$ cat src/aid_pkg.sv
// aid_pkg: shared types, constants and the microcode rom of the ata identify sequencer
// depends on nothing; used by every module of the block by scoped names
`timescale 1ns / 1ps

package aid_pkg;

    // identify data layout
    localparam int IDENTIFY_WORDS = 256;
    localparam int WORD_W         = $clog2(IDENTIFY_WORDS);
    localparam int SERIAL_CHARS   = 20;
    localparam int CHAR_COUNT     = 60;
    localparam int TEXT_WORDS     = CHAR_COUNT / 2;
    localparam int TEXT_AW        = $clog2(TEXT_WORDS);
    localparam int CHAR_W         = 6;

    localparam logic [WORD_W-1:0] W_SERIAL_LO = WORD_W'(10);
    localparam logic [WORD_W-1:0] W_SERIAL_HI = WORD_W'(19);
    localparam logic [WORD_W-1:0] W_MODEL_LO  = WORD_W'(27);
    localparam logic [WORD_W-1:0] W_MODEL_HI  = WORD_W'(46);
    localparam logic [WORD_W-1:0] W_CAP28_LO  = WORD_W'(60);
    localparam logic [WORD_W-1:0] W_CAP28_HI  = WORD_W'(61);
    localparam logic [WORD_W-1:0] W_CMDSET    = WORD_W'(83);
    localparam logic [WORD_W-1:0] W_CAP48_LO  = WORD_W'(100);
    localparam logic [WORD_W-1:0] W_CAP48_HI  = WORD_W'(103);
    localparam int                LBA48_BIT   = 10;
    localparam int                CAP_WORDS   = 6;
    // capacity slot of word 100 is 2: slot = word - CAP48_SHIFT
    localparam logic [WORD_W-1:0] CAP48_SHIFT = WORD_W'(98);

    localparam logic [2:0] MAX_DEVICES = 3'd4;

    // ata register bytes and bits
    localparam logic [7:0] SEL_MASTER   = 8'hA0;
    localparam logic [7:0] SEL_SLAVE    = 8'hB0;
    localparam logic [7:0] CMD_IDENTIFY = 8'hEC;
    localparam logic [7:0] ST_BSY       = 8'h80;
    localparam logic [7:0] ST_DRQ       = 8'h08;
    localparam logic [7:0] ST_ERR       = 8'h01;
    localparam logic [7:0] CHAR_SPACE   = 8'h20;

    // offsets inside the command block
    localparam logic [2:0] REG_DATA   = 3'd0;
    localparam logic [2:0] REG_COUNT  = 3'd2;
    localparam logic [2:0] REG_LBA0   = 3'd3;
    localparam logic [2:0] REG_LBA1   = 3'd4;
    localparam logic [2:0] REG_LBA2   = 3'd5;
    localparam logic [2:0] REG_DEVICE = 3'd6;
    localparam logic [2:0] REG_CMDST  = 3'd7;

    // configuration port
    localparam int CFG_ADDR_W = 4;
    localparam int CFG_DATA_W = 32;
    localparam int LIMIT_W    = 17;

    typedef enum logic [1:0] {
        CFG_COMMAND_BASE = 2'd0,
        CFG_CONTROL_PORT = 2'd1,
        CFG_POLL_LIMIT   = 2'd2
    } cfg_index_t;

    localparam logic [15:0]        RST_COMMAND_BASE = 16'h01F0;
    localparam logic [15:0]        RST_CONTROL_PORT = 16'h03F6;
    localparam logic [LIMIT_W-1:0] RST_POLL_LIMIT   = LIMIT_W'(100000);

    typedef struct packed {
        logic [15:0]        command_base;
        logic [15:0]        control_port;
        logic [LIMIT_W-1:0] poll_limit;
    } cfg_t;

    // input operation codes
    localparam logic OPER_START    = 1'b0;
    localparam logic OPER_COMPLETE = 1'b1;

    typedef enum logic [2:0] {
        K_WRITE     = 3'd0,
        K_READ_BYTE = 3'd1,
        K_READ_WORD = 3'd2,
        K_CHAR      = 3'd3,
        K_REPORT    = 3'd4
    } kind_t;

    typedef enum logic [2:0] {
        O_FOUND       = 3'd0,
        O_NO_DEVICE   = 3'd1,
        O_BSY_TIMEOUT = 3'd2,
        O_DRQ_TIMEOUT = 3'd3,
        O_DEV_ERROR   = 3'd4
    } outcome_t;

    typedef enum logic [3:0] {
        PH_IDLE     = 4'd0,
        PH_WAIT_SEL = 4'd1,
        PH_WAIT_CMD = 4'd2,
        PH_STATUS   = 4'd3,
        PH_BSY      = 4'd4,
        PH_DRQ      = 4'd5,
        PH_DATA     = 4'd6
    } phase_t;

    typedef enum logic [1:0] {
        P_NONE = 2'd0,
        P_CMD  = 2'd1,
        P_CTRL = 2'd2
    } port_sel_t;

    typedef enum logic [3:0] {
        OP_NONE      = 4'd0,
        OP_START_CLR = 4'd1,
        OP_DELAY_INC = 4'd2,
        OP_POLL_ONE  = 4'd3,
        OP_POLL_INC  = 4'd4,
        OP_WORD_CLR  = 4'd5,
        OP_TAKE_WORD = 4'd6,
        OP_CHAR_CLR  = 4'd7,
        OP_CHAR_INC  = 4'd8,
        OP_FOUND_INC = 4'd9
    } op_t;

    typedef enum logic [3:0] {
        C_NEVER       = 4'd0,
        C_ALWAYS      = 4'd1,
        C_DELAY_WRAP  = 4'd2,
        C_PHASE_CMD   = 4'd3,
        C_STATUS_ZERO = 4'd4,
        C_NOT_BSY     = 4'd5,
        C_POLL_DONE   = 4'd6,
        C_POLL_MORE   = 4'd7,
        C_ERR         = 4'd8,
        C_DRQ         = 4'd9,
        C_WORD_LAST   = 4'd10,
        C_CHAR_MORE   = 4'd11
    } cond_t;

    localparam int UPC_W = 6;
    typedef logic [UPC_W-1:0] upc_t;

    typedef struct packed {
        logic      wait_in;
        logic      emit;
        kind_t     kind;
        port_sel_t port;
        logic [2:0] off;
        logic      drv_val;
        logic [7:0] wval;
        outcome_t  outcome;
        logic      last;
        logic      ph_we;
        phase_t    ph;
        op_t       op;
        cond_t     cond;
        upc_t      target;
    } uword_t;

    // datapath flags seen by the jump logic
    typedef struct packed {
        phase_t phase;
        logic   delay_wrap;
        logic   status_zero;
        logic   not_bsy;
        logic   poll_done;
        logic   err;
        logic   drq;
        logic   word_last;
        logic   char_more;
    } flags_t;

    // datapath to store
    typedef struct packed {
        logic              clr;
        logic              take;
        logic [WORD_W-1:0] word_idx;
        logic [15:0]       data;
        logic [CHAR_W-1:0] char_idx;
    } store_ctl_t;

    // program addresses
    localparam upc_t U_WAIT       = 6'd0;
    localparam upc_t U_START      = 6'd1;
    localparam upc_t U_DELAY      = 6'd3;
    localparam upc_t U_DELAY_END  = 6'd5;
    localparam upc_t U_STATUS_RD  = 6'd12;
    localparam upc_t U_STATUS     = 6'd13;
    localparam upc_t U_BSY        = 6'd15;
    localparam upc_t U_POLL_AGAIN = 6'd17;
    localparam upc_t U_DRQ_START  = 6'd18;
    localparam upc_t U_DRQ        = 6'd19;
    localparam upc_t U_FAIL_DRQ   = 6'd22;
    localparam upc_t U_FAIL_NODEV = 6'd23;
    localparam upc_t U_FAIL_BSY   = 6'd24;
    localparam upc_t U_FAIL_ERR   = 6'd25;
    localparam upc_t U_DATA_START = 6'd26;
    localparam upc_t U_DATA       = 6'd27;
    localparam upc_t U_REPORT     = 6'd29;
    localparam upc_t U_CHAR_RD    = 6'd30;

    function automatic uword_t u_report(input outcome_t oc);
        uword_t u;
        u         = '0;
        u.emit    = 1'b1;
        u.kind    = K_REPORT;
        u.outcome = oc;
        u.last    = 1'b1;
        u.ph_we   = 1'b1;
        u.ph      = PH_IDLE;
        u.cond    = C_ALWAYS;
        u.target  = U_WAIT;
        return u;
    endfunction

    // final access of a step: one read, then back to waiting for its response
    function automatic uword_t u_read(input kind_t k, input port_sel_t p, input logic [2:0] o);
        uword_t u;
        u        = '0;
        u.emit   = 1'b1;
        u.kind   = k;
        u.port   = p;
        u.off    = o;
        u.last   = 1'b1;
        u.cond   = C_ALWAYS;
        u.target = U_WAIT;
        return u;
    endfunction

    function automatic uword_t u_write(input logic [2:0] o, input logic [7:0] v);
        uword_t u;
        u      = '0;
        u.emit = 1'b1;
        u.kind = K_WRITE;
        u.port = P_CMD;
        u.off  = o;
        u.wval = v;
        return u;
    endfunction

    function automatic uword_t ucode(input upc_t a);
        uword_t u;
        u = '0;
        unique case (a)
            6'd0:  u.wait_in = 1'b1;
            6'd1:  begin
                u = u_write(REG_DEVICE, 8'h00);
                u.drv_val = 1'b1;
                u.op = OP_START_CLR;
            end
            6'd2:  begin
                u = u_read(K_READ_BYTE, P_CTRL, REG_DATA);
                u.ph_we = 1'b1; u.ph = PH_WAIT_SEL;
            end
            6'd3:  begin
                u.op = OP_DELAY_INC; u.cond = C_DELAY_WRAP; u.target = U_DELAY_END;
            end
            6'd4:  u = u_read(K_READ_BYTE, P_CTRL, REG_DATA);
            6'd5:  begin
                u.cond = C_PHASE_CMD; u.target = U_STATUS_RD;
            end
            6'd6:  u = u_write(REG_COUNT, 8'h00);
            6'd7:  u = u_write(REG_LBA0, 8'h00);
            6'd8:  u = u_write(REG_LBA1, 8'h00);
            6'd9:  u = u_write(REG_LBA2, 8'h00);
            6'd10: u = u_write(REG_CMDST, CMD_IDENTIFY);
            6'd11: begin
                u = u_read(K_READ_BYTE, P_CTRL, REG_DATA);
                u.ph_we = 1'b1; u.ph = PH_WAIT_CMD;
            end
            6'd12: begin
                u = u_read(K_READ_BYTE, P_CMD, REG_CMDST);
                u.ph_we = 1'b1; u.ph = PH_STATUS;
            end
            6'd13: begin
                u.cond = C_STATUS_ZERO; u.target = U_FAIL_NODEV;
            end
            6'd14: begin
                u = u_read(K_READ_BYTE, P_CMD, REG_CMDST);
                u.op = OP_POLL_ONE; u.ph_we = 1'b1; u.ph = PH_BSY;
            end
            6'd15: begin
                u.cond = C_NOT_BSY; u.target = U_DRQ_START;
            end
            6'd16: begin
                u.cond = C_POLL_DONE; u.target = U_FAIL_BSY;
            end
            6'd17: begin
                u = u_read(K_READ_BYTE, P_CMD, REG_CMDST);
                u.op = OP_POLL_INC;
            end
            6'd18: begin
                u = u_read(K_READ_BYTE, P_CMD, REG_CMDST);
                u.op = OP_POLL_ONE; u.ph_we = 1'b1; u.ph = PH_DRQ;
            end
            6'd19: begin
                u.cond = C_ERR; u.target = U_FAIL_ERR;
            end
            6'd20: begin
                u.cond = C_DRQ; u.target = U_DATA_START;
            end
            6'd21: begin
                u.cond = C_POLL_MORE; u.target = U_POLL_AGAIN;
            end
            6'd22: u = u_report(O_DRQ_TIMEOUT);
            6'd23: u = u_report(O_NO_DEVICE);
            6'd24: u = u_report(O_BSY_TIMEOUT);
            6'd25: u = u_report(O_DEV_ERROR);
            6'd26: begin
                u = u_read(K_READ_WORD, P_CMD, REG_DATA);
                u.op = OP_WORD_CLR; u.ph_we = 1'b1; u.ph = PH_DATA;
            end
            6'd27: begin
                u.op = OP_TAKE_WORD; u.cond = C_WORD_LAST; u.target = U_REPORT;
            end
            6'd28: u = u_read(K_READ_WORD, P_CMD, REG_DATA);
            6'd29: u.op = OP_CHAR_CLR;
            6'd30: u.op = OP_NONE;  // text memory read settles
            6'd31: begin
                u.emit = 1'b1; u.kind = K_CHAR; u.op = OP_CHAR_INC;
                u.cond = C_CHAR_MORE; u.target = U_CHAR_RD;
            end
            6'd32: u.op = OP_FOUND_INC;
            6'd33: u = u_report(O_FOUND);
            default: begin
                u.cond = C_ALWAYS; u.target = U_WAIT;
            end
        endcase
        return u;
    endfunction

    // entry point for an accepted beat
    function automatic upc_t dispatch(input logic oper, input phase_t ph);
        upc_t t;
        t = U_WAIT;
        if (oper == OPER_START) begin
            t = U_START;
        end else begin
            unique case (ph)
                PH_WAIT_SEL, PH_WAIT_CMD: t = U_DELAY;
                PH_STATUS:                t = U_STATUS;
                PH_BSY:                   t = U_BSY;
                PH_DRQ:                   t = U_DRQ;
                PH_DATA:                  t = U_DATA;
                default:                  t = U_WAIT;
            endcase
        end
        return t;
    endfunction

endpackage

$ cat src/aid_regs.sv
// aid_regs: apb configuration registers (command base, control port, poll limit)
// depends on aid_pkg
`timescale 1ns / 1ps

module aid_regs (
    input  logic                           aclk,
    input  logic                           aresetn,
    input  logic                           psel,
    input  logic                           penable,
    input  logic                           pwrite,
    input  logic [aid_pkg::CFG_ADDR_W-1:0] paddr,
    input  logic [aid_pkg::CFG_DATA_W-1:0] pwdata,
    output logic [aid_pkg::CFG_DATA_W-1:0] prdata,
    output logic                           pready,
    output aid_pkg::cfg_t                  cfg
);

    aid_pkg::cfg_t       cfg_reg, cfg_next;
    aid_pkg::cfg_index_t index;
    logic                wr_en;

    assign index  = aid_pkg::cfg_index_t'(paddr[aid_pkg::CFG_ADDR_W-1:2]);
    assign wr_en  = psel && penable && pwrite;
    assign pready = 1'b1;
    assign cfg    = cfg_reg;

    always_comb begin
        cfg_next = cfg_reg;
        if (wr_en) begin
            unique case (index)
                aid_pkg::CFG_COMMAND_BASE: cfg_next.command_base = pwdata[15:0];
                aid_pkg::CFG_CONTROL_PORT: cfg_next.control_port = pwdata[15:0];
                aid_pkg::CFG_POLL_LIMIT:
                    cfg_next.poll_limit = pwdata[aid_pkg::LIMIT_W-1:0];
                default: cfg_next = cfg_reg;
            endcase
        end
    end

    always_comb begin
        unique case (index)
            aid_pkg::CFG_COMMAND_BASE: prdata = {16'b0, cfg_reg.command_base};
            aid_pkg::CFG_CONTROL_PORT: prdata = {16'b0, cfg_reg.control_port};
            aid_pkg::CFG_POLL_LIMIT:
                prdata = {{(aid_pkg::CFG_DATA_W - aid_pkg::LIMIT_W){1'b0}},
                          cfg_reg.poll_limit};
            default: prdata = '0;
        endcase
    end

    always_ff @(posedge aclk) begin
        if (!aresetn) begin
            cfg_reg.command_base <= aid_pkg::RST_COMMAND_BASE;
            cfg_reg.control_port <= aid_pkg::RST_CONTROL_PORT;
            cfg_reg.poll_limit   <= aid_pkg::RST_POLL_LIMIT;
        end else begin
            cfg_reg <= cfg_next;
        end
    end

endmodule

$ cat src/aid_store.sv
// aid_store: identify text memory, trailing-space trackers, capacity words and lba48 flag
// depends on aid_pkg
`timescale 1ns / 1ps

module aid_store (
    input  logic                aclk,
    input  logic                aresetn,
    input  aid_pkg::store_ctl_t ctl,
    output logic [7:0]          char_value,
    output logic                lba48,
    output logic [63:0]         capacity
);

    localparam int SER_LAST_W = 5;
    localparam int MOD_LAST_W = 6;

    logic [15:0] text_mem [aid_pkg::TEXT_WORDS];
    logic [15:0] rd_reg;
    logic [15:0] cap_reg [aid_pkg::CAP_WORDS];

    logic [SER_LAST_W-1:0] ser_last_reg, ser_last_next;
    logic [MOD_LAST_W-1:0] mod_last_reg, mod_last_next;
    logic                  lba48_reg, lba48_next;

    logic [aid_pkg::WORD_W-1:0]  word;
    logic [aid_pkg::WORD_W-1:0]  ser_off, mod_off, text_off, cap_slot;
    logic                        in_serial, in_model;
    logic [7:0]                  hi_byte, lo_byte;
    logic [aid_pkg::TEXT_AW-1:0] waddr;
    logic [7:0]                  rd_byte;
    logic                        keep;
    logic [MOD_LAST_W-1:0]       model_pos;

    assign word      = ctl.word_idx;
    assign hi_byte   = ctl.data[15:8];
    assign lo_byte   = ctl.data[7:0];
    assign in_serial = (word >= aid_pkg::W_SERIAL_LO) && (word <= aid_pkg::W_SERIAL_HI);
    assign in_model  = (word >= aid_pkg::W_MODEL_LO) && (word <= aid_pkg::W_MODEL_HI);
    assign ser_off   = word - aid_pkg::W_SERIAL_LO;
    assign mod_off   = word - aid_pkg::W_MODEL_LO;
    // model words follow the ten serial words in the memory
    assign text_off  = in_serial ? ser_off
                                 : mod_off + aid_pkg::WORD_W'(aid_pkg::SERIAL_CHARS / 2);
    assign waddr     = text_off[aid_pkg::TEXT_AW-1:0];
    assign cap_slot  = (word == aid_pkg::W_CAP28_HI) ? aid_pkg::WORD_W'(1)
                     : (word == aid_pkg::W_CAP28_LO) ? aid_pkg::WORD_W'(0)
                     : word - aid_pkg::CAP48_SHIFT;

    always_comb begin
        ser_last_next = ser_last_reg;
        mod_last_next = mod_last_reg;
        lba48_next    = lba48_reg;
        if (ctl.clr) begin
            ser_last_next = '0;
            mod_last_next = '0;
            lba48_next    = 1'b0;
        end else if (ctl.take) begin
            // lower byte sits at the higher position, so it wins
            if (in_serial) begin
                if (lo_byte != aid_pkg::CHAR_SPACE) begin
                    ser_last_next = {ser_off[SER_LAST_W-2:0], 1'b0} + SER_LAST_W'(2);
                end else if (hi_byte != aid_pkg::CHAR_SPACE) begin
                    ser_last_next = {ser_off[SER_LAST_W-2:0], 1'b1};
                end
            end
            if (in_model) begin
                if (lo_byte != aid_pkg::CHAR_SPACE) begin
                    mod_last_next = {mod_off[MOD_LAST_W-2:0], 1'b0} + MOD_LAST_W'(2);
                end else if (hi_byte != aid_pkg::CHAR_SPACE) begin
                    mod_last_next = {mod_off[MOD_LAST_W-2:0], 1'b1};
                end
            end
            if (word == aid_pkg::W_CMDSET) begin
                lba48_next = ctl.data[aid_pkg::LBA48_BIT];
            end
        end
    end

    always_ff @(posedge aclk) begin
        if (!aresetn) begin
            ser_last_reg <= '0;
            mod_last_reg <= '0;
            lba48_reg    <= 1'b0;
        end else begin
            ser_last_reg <= ser_last_next;
            mod_last_reg <= mod_last_next;
            lba48_reg    <= lba48_next;
        end
    end

    always_ff @(posedge aclk) begin
        if (ctl.take && (in_serial || in_model)) begin
            text_mem[waddr] <= ctl.data;
        end
    end

    always_ff @(posedge aclk) begin
        rd_reg <= text_mem[ctl.char_idx[aid_pkg::CHAR_W-1:1]];
    end

    always_ff @(posedge aclk) begin
        if (ctl.take && ((word == aid_pkg::W_CAP28_LO) || (word == aid_pkg::W_CAP28_HI) ||
                         ((word >= aid_pkg::W_CAP48_LO) && (word <= aid_pkg::W_CAP48_HI)))) begin
            cap_reg[cap_slot[2:0]] <= ctl.data;
        end
    end

    // even index is the high byte of a word
    assign rd_byte   = ctl.char_idx[0] ? rd_reg[7:0] : rd_reg[15:8];
    assign model_pos = ctl.char_idx - aid_pkg::CHAR_W'(aid_pkg::SERIAL_CHARS);
    assign keep      = (ctl.char_idx < aid_pkg::CHAR_W'(aid_pkg::SERIAL_CHARS))
                     ? (ctl.char_idx[SER_LAST_W-1:0] < ser_last_reg)
                     : (model_pos < mod_last_reg);

    assign char_value = keep ? rd_byte : 8'h00;
    assign lba48      = lba48_reg;
    assign capacity   = lba48_reg ? {cap_reg[5], cap_reg[4], cap_reg[3], cap_reg[2]}
                                  : {32'b0, cap_reg[1], cap_reg[0]};

endmodule

$ cat src/aid_ctrl.sv
// aid_ctrl: micro-program counter, control rom fetch, dispatch and conditional jumps
// depends on aid_pkg
`timescale 1ns / 1ps

module aid_ctrl (
    input  logic            aclk,
    input  logic            aresetn,
    input  logic            s_valid,
    input  logic            s_operation,
    input  aid_pkg::flags_t flags,
    input  logic            out_free,
    output logic            s_ready,
    output aid_pkg::uword_t uw,
    output logic            fire
);

    aid_pkg::upc_t upc_reg, upc_next;
    logic          cond_true;

    assign uw      = aid_pkg::ucode(upc_reg);
    assign s_ready = uw.wait_in;
    // a step that drives a beat holds until the output register is free
    assign fire    = uw.wait_in ? s_valid : (!uw.emit || out_free);

    always_comb begin
        unique case (uw.cond)
            aid_pkg::C_NEVER:       cond_true = 1'b0;
            aid_pkg::C_ALWAYS:      cond_true = 1'b1;
            aid_pkg::C_DELAY_WRAP:  cond_true = flags.delay_wrap;
            aid_pkg::C_PHASE_CMD:   cond_true = (flags.phase == aid_pkg::PH_WAIT_CMD);
            aid_pkg::C_STATUS_ZERO: cond_true = flags.status_zero;
            aid_pkg::C_NOT_BSY:     cond_true = flags.not_bsy;
            aid_pkg::C_POLL_DONE:   cond_true = flags.poll_done;
            aid_pkg::C_POLL_MORE:   cond_true = !flags.poll_done;
            aid_pkg::C_ERR:         cond_true = flags.err;
            aid_pkg::C_DRQ:         cond_true = flags.drq;
            aid_pkg::C_WORD_LAST:   cond_true = flags.word_last;
            aid_pkg::C_CHAR_MORE:   cond_true = flags.char_more;
            default:                cond_true = 1'b0;
        endcase
    end

    always_comb begin
        upc_next = upc_reg;
        if (fire) begin
            if (uw.wait_in) begin
                upc_next = aid_pkg::dispatch(s_operation, flags.phase);
            end else if (cond_true) begin
                upc_next = uw.target;
            end else begin
                upc_next = upc_reg + aid_pkg::UPC_W'(1);
            end
        end
    end

    always_ff @(posedge aclk) begin
        if (!aresetn) begin
            upc_reg <= aid_pkg::U_WAIT;
        end else begin
            upc_reg <= upc_next;
        end
    end

endmodule

$ cat src/aid_dpath.sv
// aid_dpath: counters, ata phase, latched response and the result output register
// depends on aid_pkg; driven by the control words of aid_ctrl
`timescale 1ns / 1ps

module aid_dpath (
    input  logic                aclk,
    input  logic                aresetn,
    input  aid_pkg::cfg_t       cfg,
    input  aid_pkg::uword_t     uw,
    input  logic                fire,
    input  logic                s_valid,
    input  logic                s_ready,
    input  logic                s_operation,
    input  logic                s_drive,
    input  logic [15:0]         s_read_data,
    input  logic [7:0]          st_char_value,
    input  logic                st_lba48,
    input  logic [63:0]         st_capacity,
    input  logic                m_ready,
    output aid_pkg::flags_t     flags,
    output aid_pkg::store_ctl_t store_ctl,
    output logic                out_free,
    output logic                m_valid,
    output logic [2:0]          m_kind,
    output logic [15:0]         m_port_address,
    output logic [7:0]          m_write_value,
    output logic [7:0]          m_char_value,
    output logic [5:0]          m_char_index,
    output logic                m_lba48,
    output logic [63:0]         m_capacity,
    output logic [2:0]          m_outcome,
    output logic [2:0]          m_device_count,
    output logic                m_last
);

    aid_pkg::phase_t                 phase_reg, phase_next;
    logic [1:0]                      delay_reg, delay_next;
    logic [aid_pkg::LIMIT_W-1:0]     poll_reg, poll_next;
    logic [aid_pkg::WORD_W-1:0]      word_reg, word_next;
    logic [aid_pkg::CHAR_W-1:0]      char_reg, char_next;
    logic [2:0]                      found_reg, found_next;
    logic                            drive_reg, drive_next;
    logic [15:0]                     data_reg, data_next;

    logic                            m_valid_reg, m_valid_next;
    logic [2:0]                      kind_reg, kind_next;
    logic [15:0]                     addr_reg, addr_next;
    logic [7:0]                      wval_reg, wval_next;
    logic [7:0]                      cval_reg, cval_next;
    logic [5:0]                      cidx_reg, cidx_next;
    logic                            lba_reg, lba_next;
    logic [63:0]                     cap_reg, cap_next;
    logic [2:0]                      outc_reg, outc_next;
    logic [2:0]                      cnt_reg, cnt_next;
    logic                            last_reg, last_next;

    logic                            accept;
    logic [aid_pkg::LIMIT_W-1:0]     limit_eff;
    logic [7:0]                      status;
    logic                            found_rep;
    logic                            load;

    assign accept    = s_valid && s_ready;
    assign status    = data_reg[7:0];
    assign limit_eff = (cfg.poll_limit == '0) ? aid_pkg::LIMIT_W'(1) : cfg.poll_limit;
    assign out_free  = !m_valid_reg || m_ready;
    assign load      = fire && uw.emit;

    assign flags.phase       = phase_reg;
    assign flags.delay_wrap  = (delay_reg == 2'd3);
    assign flags.status_zero = (status == 8'h00);
    assign flags.not_bsy     = ((status & aid_pkg::ST_BSY) == 8'h00);
    assign flags.poll_done   = (poll_reg >= limit_eff);
    assign flags.err         = ((status & aid_pkg::ST_ERR) != 8'h00);
    assign flags.drq         = ((status & aid_pkg::ST_DRQ) != 8'h00);
    assign flags.word_last   =
        (word_reg == aid_pkg::WORD_W'(aid_pkg::IDENTIFY_WORDS - 1));
    assign flags.char_more   = (char_reg != aid_pkg::CHAR_W'(aid_pkg::CHAR_COUNT - 1));

    assign store_ctl.clr      = fire && (uw.op == aid_pkg::OP_START_CLR);
    assign store_ctl.take     = fire && (uw.op == aid_pkg::OP_TAKE_WORD);
    assign store_ctl.word_idx = word_reg;
    assign store_ctl.data     = data_reg;
    assign store_ctl.char_idx = char_reg;

    // counters and phase
    always_comb begin
        phase_next = phase_reg;
        delay_next = delay_reg;
        poll_next  = poll_reg;
        word_next  = word_reg;
        char_next  = char_reg;
        found_next = found_reg;
        drive_next = drive_reg;
        data_next  = data_reg;
        if (accept) begin
            data_next = s_read_data;
            if (s_operation == aid_pkg::OPER_START) begin
                drive_next = s_drive;
            end
        end
        if (fire) begin
            if (uw.ph_we) begin
                phase_next = uw.ph;
            end
            unique case (uw.op)
                aid_pkg::OP_NONE: ;
                aid_pkg::OP_START_CLR: begin
                    delay_next = '0;
                    poll_next  = '0;
                    word_next  = '0;
                end
                aid_pkg::OP_DELAY_INC: delay_next = delay_reg + 2'd1;
                aid_pkg::OP_POLL_ONE:  poll_next  = aid_pkg::LIMIT_W'(1);
                aid_pkg::OP_POLL_INC:  poll_next  = poll_reg + aid_pkg::LIMIT_W'(1);
                aid_pkg::OP_WORD_CLR:  word_next  = '0;
                aid_pkg::OP_TAKE_WORD: word_next  = word_reg + aid_pkg::WORD_W'(1);
                aid_pkg::OP_CHAR_CLR:  char_next  = '0;
                aid_pkg::OP_CHAR_INC:  char_next  = char_reg + aid_pkg::CHAR_W'(1);
                aid_pkg::OP_FOUND_INC: begin
                    if (found_reg < aid_pkg::MAX_DEVICES) begin
                        found_next = found_reg + 3'd1;
                    end
                end
                default: ;
            endcase
        end
    end

    // result beat fields
    assign found_rep = (uw.kind == aid_pkg::K_REPORT) && (uw.outcome == aid_pkg::O_FOUND);

    always_comb begin
        m_valid_next = m_valid_reg;
        kind_next    = kind_reg;
        addr_next    = addr_reg;
        wval_next    = wval_reg;
        cval_next    = cval_reg;
        cidx_next    = cidx_reg;
        lba_next     = lba_reg;
        cap_next     = cap_reg;
        outc_next    = outc_reg;
        cnt_next     = cnt_reg;
        last_next    = last_reg;
        if (load) begin
            m_valid_next = 1'b1;
            kind_next    = uw.kind;
            unique case (uw.port)
                aid_pkg::P_CMD:  addr_next = cfg.command_base + {13'b0, uw.off};
                aid_pkg::P_CTRL: addr_next = cfg.control_port;
                default:         addr_next = '0;
            endcase
            if (uw.kind != aid_pkg::K_WRITE) begin
                wval_next = 8'h00;
            end else if (uw.drv_val) begin
                wval_next = drive_reg ? aid_pkg::SEL_SLAVE : aid_pkg::SEL_MASTER;
            end else begin
                wval_next = uw.wval;
            end
            cval_next = (uw.kind == aid_pkg::K_CHAR) ? st_char_value : 8'h00;
            cidx_next = (uw.kind == aid_pkg::K_CHAR) ? char_reg : 6'd0;
            lba_next  = found_rep ? st_lba48 : 1'b0;
            cap_next  = found_rep ? st_capacity : 64'd0;
            outc_next = (uw.kind == aid_pkg::K_REPORT) ? uw.outcome : 3'd0;
            cnt_next  = (uw.kind == aid_pkg::K_REPORT) ? found_reg : 3'd0;
            last_next = uw.last;
        end else if (m_ready) begin
            m_valid_next = 1'b0;
        end
    end

    always_ff @(posedge aclk) begin
        if (!aresetn) begin
            phase_reg   <= aid_pkg::PH_IDLE;
            delay_reg   <= '0;
            poll_reg    <= '0;
            word_reg    <= '0;
            char_reg    <= '0;
            found_reg   <= '0;
            drive_reg   <= 1'b0;
            m_valid_reg <= 1'b0;
        end else begin
            phase_reg   <= phase_next;
            delay_reg   <= delay_next;
            poll_reg    <= poll_next;
            word_reg    <= word_next;
            char_reg    <= char_next;
            found_reg   <= found_next;
            drive_reg   <= drive_next;
            m_valid_reg <= m_valid_next;
        end
    end

    always_ff @(posedge aclk) begin
        data_reg <= data_next;
        kind_reg <= kind_next;
        addr_reg <= addr_next;
        wval_reg <= wval_next;
        cval_reg <= cval_next;
        cidx_reg <= cidx_next;
        lba_reg  <= lba_next;
        cap_reg  <= cap_next;
        outc_reg <= outc_next;
        cnt_reg  <= cnt_next;
        last_reg <= last_next;
    end

    assign m_valid        = m_valid_reg;
    assign m_kind         = kind_reg;
    assign m_port_address = addr_reg;
    assign m_write_value  = wval_reg;
    assign m_char_value   = cval_reg;
    assign m_char_index   = cidx_reg;
    assign m_lba48        = lba_reg;
    assign m_capacity     = cap_reg;
    assign m_outcome      = outc_reg;
    assign m_device_count = cnt_reg;
    assign m_last         = last_reg;

endmodule

$ cat src/ata_identify_sequencer_top.sv
// ata_identify_sequencer_top: ata pio identify sequencer, top level
// depends on aid_pkg, aid_regs, aid_store, aid_ctrl, aid_dpath
`timescale 1ns / 1ps

// Input beats (s_*): a start beat (operation 0, drive) or the response to the
// last requested read (operation 1, read_data). Result beats (m_*) are port
// accesses (write byte, read byte, read word), identity characters and a final
// report; m_last marks the last beat caused by an input beat.
// A microcoded sequencer walks a 34-step control rom, one step per cycle; a
// step that drives a result beat waits for the output register.
// Beats: a start beat gives its 2 beats; a delay or poll response gives its
// beat once accepted; the delay that follows the select write gives 6 beats.
// The response to the last data word gives 60 characters (one text memory
// read per character) and then the report. One input beat is worked on at a
// time; s_ready is high only while the sequencer waits for input.
// Reset (synchronous, aresetn low) puts the registers at 0x1F0 / 0x3F6 /
// 100000, the phase idle and the device count zero; no clearing pass is needed.
// When the receiver stalls, the current result beat holds in the output
// register and the sequencer stalls on its next beat-driving step.
// Configuration (apb, registers at 0x0, 0x4, 0x8) must be written by the user
// only while idle; the block itself does not enforce it.

module ata_identify_sequencer_top (
    input  logic        aclk,
    input  logic        aresetn,
    input  logic        psel,
    input  logic        penable,
    input  logic        pwrite,
    input  logic [3:0]  paddr,
    input  logic [31:0] pwdata,
    output logic [31:0] prdata,
    output logic        pready,
    input  logic        s_valid,
    output logic        s_ready,
    input  logic        s_operation,
    input  logic        s_drive,
    input  logic [15:0] s_read_data,
    output logic        m_valid,
    input  logic        m_ready,
    output logic [2:0]  m_kind,
    output logic [15:0] m_port_address,
    output logic [7:0]  m_write_value,
    output logic [7:0]  m_char_value,
    output logic [5:0]  m_char_index,
    output logic        m_lba48,
    output logic [63:0] m_capacity,
    output logic [2:0]  m_outcome,
    output logic [2:0]  m_device_count,
    output logic        m_last
);

    aid_pkg::cfg_t       cfg;
    aid_pkg::uword_t     uw;
    aid_pkg::flags_t     flags;
    aid_pkg::store_ctl_t store_ctl;
    logic                fire;
    logic                out_free;
    logic [7:0]          st_char_value;
    logic                st_lba48;
    logic [63:0]         st_capacity;

    aid_regs u_regs (
        .aclk    (aclk),
        .aresetn (aresetn),
        .psel    (psel),
        .penable (penable),
        .pwrite  (pwrite),
        .paddr   (paddr),
        .pwdata  (pwdata),
        .prdata  (prdata),
        .pready  (pready),
        .cfg     (cfg)
    );

    aid_ctrl u_ctrl (
        .aclk        (aclk),
        .aresetn     (aresetn),
        .s_valid     (s_valid),
        .s_operation (s_operation),
        .flags       (flags),
        .out_free    (out_free),
        .s_ready     (s_ready),
        .uw          (uw),
        .fire        (fire)
    );

    aid_store u_store (
        .aclk       (aclk),
        .aresetn    (aresetn),
        .ctl        (store_ctl),
        .char_value (st_char_value),
        .lba48      (st_lba48),
        .capacity   (st_capacity)
    );

    aid_dpath u_dpath (
        .aclk           (aclk),
        .aresetn        (aresetn),
        .cfg            (cfg),
        .uw             (uw),
        .fire           (fire),
        .s_valid        (s_valid),
        .s_ready        (s_ready),
        .s_operation    (s_operation),
        .s_drive        (s_drive),
        .s_read_data    (s_read_data),
        .st_char_value  (st_char_value),
        .st_lba48       (st_lba48),
        .st_capacity    (st_capacity),
        .m_ready        (m_ready),
        .flags          (flags),
        .store_ctl      (store_ctl),
        .out_free       (out_free),
        .m_valid        (m_valid),
        .m_kind         (m_kind),
        .m_port_address (m_port_address),
        .m_write_value  (m_write_value),
        .m_char_value   (m_char_value),
        .m_char_index   (m_char_index),
        .m_lba48        (m_lba48),
        .m_capacity     (m_capacity),
        .m_outcome      (m_outcome),
        .m_device_count (m_device_count),
        .m_last         (m_last)
    );

endmodule
$ cat config.mk
export PLATFORM = sky130hd
export DESIGN_NAME = ata_identify_sequencer_top
export DESIGN_NICKNAME = d
export VERILOG_FILES = /design/src/aid_pkg.sv /design/src/aid_regs.sv /design/src/aid_store.sv /design/src/aid_ctrl.sv /design/src/aid_dpath.sv /design/src/ata_identify_sequencer_top.sv
export SDC_FILE = /design/constraint.sdc
export NUM_CORES = 1
export LEC_CHECK = 0
export BUFFER_PORTS_ARGS = -buffer_cell sky130_fd_sc_hd__buf_2
export CAP_MARGIN = 5
export CELL_PAD_IN_SITES_DETAIL_PLACEMENT = 0
export CELL_PAD_IN_SITES_GLOBAL_PLACEMENT = 1
export CORE_MARGIN = 2
export CORE_UTILIZATION = 45
export DETAILED_ROUTE_END_ITERATION = 8
export GPL_ROUTABILITY_DRIVEN = 0
export GPL_TIMING_DRIVEN = 0
export PLACE_DENSITY = 0.75
export SYNTH_ARGS = -nofsm -noshare
export SYNTH_HDL_FRONTEND = slang
export SYNTH_HIERARCHICAL = 1
export SYNTH_SLANG_ARGS = --single-unit
export TNS_END_PERCENT = 50
$ cat constraint.sdc
create_clock -name aclk -period 6.1 [get_ports aclk]
set_clock_uncertainty 0.1 [all_clocks]
set_input_delay 0 -clock aclk [delete_from_list [all_inputs] [get_ports aclk]]
set_output_delay 0 -clock aclk [all_outputs]
set_load 0.05 [all_outputs]
==> results.yml, run 1 <==
place:
  placed_cells: 3601
  dp_hpwl_microns: 62600
  port_buffers: 175
power_and_ir_drop:
  power_frac_comb_pct: 22.2
  p_leak_nw: 14.7
  powerDensity_nw_per_um2: 375
  p_seq_share_pct: 45.5
  swShare_pct: 33.0
  vdd_drop_max_uv: 260
  p_int_mw: 10.7
  switching_power_mw: 5.27
  clkPwrFrac_pct: 32.3
timing:
  setup_tns_ns: 0
  holdWs_ns: 0.0333
  fin_crit_ns: 5.93
  setup_viol: 0
  rsz0062_at_grt: "true"
  slew_viol_final: 0
  finalHoldViolCount: 0
  max_slew_margin_pct: 12.1
  tightest_slew_ns: 1.32
  finalCritPeriodShare_pct: 97.2
  fmax_mhz: 169
route:
  drt_iter0_markers: 1806
  vias_per_cell: 5.60
  wirelength_microns: 89800
  ant_nets: 0
  wl_per_cell_microns: 23.4
  dr.pass1.iters: 6
  vias: 21527
  drc: 0
final_layout:
  diodes: 0
  final_cells: 3845
  largest_register_ffs: 480
  fillerInstances: 6303
  fin_nets: 2837
  areaGrowthSynthToFinish_pct: 19.1
  regArea_sq_um: 23700
  multi_input_area_sq_um: 11300
  final_util_pct: 54.1
  drive_above_1_share_pct: 26.3
min_path:
  holdPathEnd: "u_dpath/data_reg[7]"
  hold_depth: 2
  hp-start: "s_read_data[7]"
  hold_class: "in -> reg"
worst_setup_path:
  cp.required_ns: 6.35
  cp_top_family: "buffers and inverters"
  r2r-start: "u_ctrl/upc_reg[0]"
  path_max_fanout: 10
  regToRegSetupSlack_ns: 0.17
  critPathBufInv: 9
  slowest_delay_ns: 0.46
  r2r_end: "u_store/text_mem[12][9]"
  critPathLaunchType: "register"
  reg2regPathDepth: 20
  worstPathArrival_ns: 6.18
  crit_chain: "inv_1 -> ha_1 -> clkbuf_1 -> mux2_2 -> a32oi_1 -> o221ai_1 -> o311ai_4 -> and2_0 -> buf_2 -> nand2b_1 -> buf_2 -> or2_1 -> clkbuf_1 -> inv_1 -> clkbuf_1 -> inv_1 -> nor2_1 -> a32oi_2 -> nor3_4 -> buf_6"
  cp_slowest_cell: "nor3_4"
  worst_setup_path_end_kind: "register"
  crit_type: "reg -> reg"
floorplan:
  die_y_microns: 286
  rows: 103
  die_w_microns: 286
  die-area_sq_um: 81900
  core_sq_um: 78900
  initial_utilization_pct: 45.4
  ioPinCount: 209
global_routing:
  antenna_found_initial: 3
  grt_use_total_pct: 21.9
  grt.overflow.total: 0
  grt_pass1_wl_microns: 134000
  grt_pass1_vias: 21510
  grt_max_degree: 77
outcome:
  status: "finished clean"
clock_network:
  cts_tree: "built"
  cts.sinks: 830
  htreeDepth: 3
  clk_pin_slew_worst_paths_ns: 0.06
  clockBufferDepth: 3
  cts-buffers-inserted: 86
  clkLatencyLatePin_ns: 0.65
  root_buffer: "clkbuf_16"
run:
  cap_violations: 0
synth:
  synth_cells: 2313
  ys_warn_count: 6
  syn_area_per_cell_sq_um: 15.5
  syn_area_sq_um: 35800
[how the worst max path moves through the flow]
stage | start | end | slack, ns | cells after the start
final | u_ctrl/upc_reg[0] | u_store/text_mem[12][9] | 0.17 | 20
after global routing | u_ctrl/upc_reg[0] | u_store/text_mem[12][9] | -0.07 | 20
after CTS | u_ctrl/upc_reg[0] | u_store/text_mem[15][10] | -0.02 | 20
after detailed placement | u_ctrl/upc_reg[0] | u_store/text_mem[15][3] | -0.01 | 20
after global placement | u_ctrl/upc_reg[0] | u_store/text_mem[16][10] | -2.02 | 17
after floorplan | u_ctrl/upc_reg[0] | u_store/text_mem[20][0] | 0.77 | 17
[per-stage QoR]
step	instance area, sq um	total power [mW]	setup slack [ns]
final	42700	16.0	0.168
after floorplan	35900	9.77	0.773
after global placement	38100	10.8	-2.02
after detailed placement	39000	10.9	-0.0104
after CTS	42500	16.1	-0.0172
after global routing	42700	16.6	-0.0731
[per-layer routing]
metal,up-vias,wire [microns],GRT usage [%]
met5,-,0,0
met1,10949,37800,29.8
met3,141,5560,2.85
li1,9619,-,-
met4,0,2450,6.91
met2,818,44000,36.6
[cell usage in the layout (no fill, tap or decap), types with 75 or more instances in the layout]
cell and n:
and2_1 134, buf_2 201, clkbuf_16 87, dfxtp_1 125
edfxtp_1 705, mux2i_1 78, mux4_2 144, nand2_1 139
nor2_1 85, o21ai_0 75
[cell type report]
type                    count  area share, %
clock inverters            57           1.29
plain buffers             145           1.91
inverters                  64          0.569
clock buffers             103           5.34
multi-input cells        1291           26.5
flip-flops and latches    830           55.5
well taps                1050           3.08
repair buffers            305           5.84
[power groups by stage]
stage                     Combinational, mW  Sequential, mW  Clock [mW]
after floorplan                        1.00            8.77           0
after global placement                 3.11            7.66           0
after detailed placement               3.50            7.42           0
after CTS                              3.54            7.30        5.27
after global routing                   3.74            7.33        5.48
final                                  3.55            7.28        5.17
[repair_timing]
action                                 CTS  global route
setup buffers                            0            17
endpoints found under the hold margin   86             0
setup endpoints to repair                5           115
cloned                                   0             0
hold buffers                            64             0
pin swaps                                0             4
resized for setup                        0             6
No activity file was read; power rests on OpenSTA's default activity.
==> inputs of run 2 (changes only) <==
Settings changed: RECOVER_POWER set to 25.
==> run 2 against run 1 <==
  * The flow now finishes with violations (capacitance limit, slew limit)
  * Utilization decreased by 0.42 points
  * Count of clock-buffer cells in the layout unchanged
  * Maximum frequency rose by 0.50%
  * Largest cell class unchanged
==> results.yml, run 2 (same netlist as run 1, synthesis figures left out) <==
global_routing:
  grt_pass1_wl_microns: 134000
  grt_pass1_vias: 21510
  grt.overflow.total: 0
  antenna_found_initial: 4
  grt_max_degree: 77
  grt_use_total_pct: 21.9
outcome:
  status: "finished, violations left"
  violations: "capacitance limit, slew limit"
min_path:
  hold_depth: 4
  hold_class: "in -> reg"
  hp-start: "psel"
  holdPathEnd: "u_regs/cfg[4]"
route:
  drt_iter0_markers: 1836
  vias_per_cell: 5.62
  ant_nets: 0
  top_layer: "met4"
  vias: 21611
  wl_per_cell_microns: 23.4
  wirelength_microns: 90100
  dr.pass1.iters: 5
  drc: 0
  wl_met2_microns: 44100
  routedLengthMet1_microns: 37700
  route.met3.wl_microns: 5850
final_layout:
  diodes: 0
  final_cells: 3845
  final_area_sq_um: 42300
  final_cell_mix: "edfxtp_1, clkbuf_1, mux4_2"
  drive_above_1_share_pct: 21.9
  final_util_pct: 53.7
  largest_register_ffs: 480
  fin_nets: 2837
  areaGrowthSynthToFinish_pct: 18.2
  final_common_cell: "edfxtp_1"
floorplan:
  ioPinCount: 209
  core_sq_um: 78900
  die_y_microns: 286
  initial_utilization_pct: 45.4
  die-area_sq_um: 81900
  rows: 103
  die_w_microns: 286
timing:
  finalCritPeriodShare_pct: 96.8
  setup_viol: 0
  fin_crit_ns: 5.90
  fmax_mhz: 169
  tightest_slew_ns: 2.16
  rsz0062_at_grt: "true"
  max_slew_margin_pct: -43.9
  setup_tns_ns: 0
  finalHoldViolCount: 0
  slew_viol_final: 76
worst_setup_path:
  worstPathArrival_ns: 6.15
  cp.required_ns: 6.35
  r2r_end: "u_store/text_mem[12][9]"
  slowest_delay_ns: 0.45
  r2r-start: "u_ctrl/upc_reg[0]"
  critPathLaunchType: "register"
  cp_slowest_cell: "nor3_4"
  cp_top_family: "buffers and inverters"
  regToRegSetupSlack_ns: 0.20
  critPathBufInv: 9
  crit_type: "reg -> reg"
  path_depth: 20
  worst_setup_path_end_kind: "register"
  path_max_fanout: 10
  reg2regPathDepth: 20
  crit_chain: "inv_1 -> ha_1 -> clkbuf_1 -> mux2_2 -> a32oi_1 -> o221ai_1 -> o311ai_4 -> and2_0 -> buf_2 -> nand2b_1 -> buf_2 -> or2_1 -> clkbuf_1 -> inv_1 -> clkbuf_1 -> inv_1 -> nor2_1 -> a32oi_2 -> nor3_4 -> buf_6"
place:
  placed_cells: 3601
  dp_hpwl_microns: 62600
  port_buffers: 175
  detailed_place.area_sq_um: 39000
clock_network:
  htreeDepth: 3
  root_buffer: "clkbuf_16"
  cts-buffers-inserted: 86
  clkLatencyLatePin_ns: 0.65
  clockBufferDepth: 3
  cts_tree: "built"
  cts.sinks: 830
  clk_pin_slew_worst_paths_ns: 0.06
power_and_ir_drop:
  vdd_drop_max_uv: 260
  powerDensity_nw_per_um2: 375
  p_leak_nw: 14.3
run:
  cap_violations: 4
## run 2: area by class of cell
class                           instances  area (sq um)
Buffer                                145           801
Clock inverter                         57           552
Sequential cell                       830         23700
Timing Repair Buffer                  305          2170
Inverter                               64           243
Fill cell                            6396         36500
Clock buffer                          103          2280
Tap cell                             1050          1310
Multi-Input combinational cell       1291         11300
## run 2: per-layer routing
| metal | vias up | global-route usage, % |
|---|---|---|
| met1 | 11010 | 29.8 |
| met2 | 846 | 36.6 |
| li1 | 9625 | - |
| met4 | 0 | 6.91 |
| met3 | 130 | 2.85 |
| met5 | - | 0 |
## run 2: how the worst max path moves through the flow
stage	to	from
3_5_place_dp	u_store/text_mem[15][3]	u_ctrl/upc_reg[0]
2_1_floorplan	u_store/text_mem[20][0]	u_ctrl/upc_reg[0]
3_3_place_gp	u_store/text_mem[16][10]	u_ctrl/upc_reg[0]
5_1_grt	u_store/text_mem[12][9]	u_ctrl/upc_reg[0]
4_1_cts	u_store/text_mem[15][10]	u_ctrl/upc_reg[0]
6_report	u_store/text_mem[12][9]	u_ctrl/upc_reg[0]
## run 2: worst register-to-register path, cell delays in order (launching register included)
cell,delay [ns]
dfxtp_1,0.41
inv_1,0.13
ha_1,0.26
clkbuf_1,0.25
mux2_2,0.34
a32oi_1,0.22
o221ai_1,0.29
o311ai_4,0.40
and2_0,0.17
buf_2,0.17
nand2b_1,0.07
buf_2,0.19
or2_1,0.24
clkbuf_1,0.16
inv_1,0.19
clkbuf_1,0.37
inv_1,0.22
nor2_1,0.34
a32oi_2,0.40
nor3_4,0.45
buf_6,0.23
## run 2: per-stage QoR
| step | setup WS, ns | hold WS [ns] | power (mW) |
|---|---|---|---|
| detailed placement | -0.0104 | 0.0783 | 10.9 |
| global route | -0.0731 | 0.0785 | 16.4 |
| floorplan | 0.773 | -0.00113 | 9.77 |
| finish | 0.198 | 0.0691 | 15.9 |
| CTS | -0.0172 | 0.0143 | 16.1 |
| global placement | -2.02 | 0.0823 | 10.8 |
## run 2: power breakdown
part           internal [mW]  switching (mW)  total [mW]
clock network           2.92            2.25        5.17
logic                  0.647            2.74        3.39
registers               7.01           0.284        7.30
total                   10.6            5.28        15.9
## run 2: timing repair
item / 4_1_cts / 5_1_grt
pin swaps: 0 / 4
hold buffers: 64 / 0
cloned: 0 / 0
setup endpoints to repair: 5 / 115
endpoints found under the hold margin: 86 / 0
buffers inserted: 0 / 17
gates resized for setup: 0 / 6
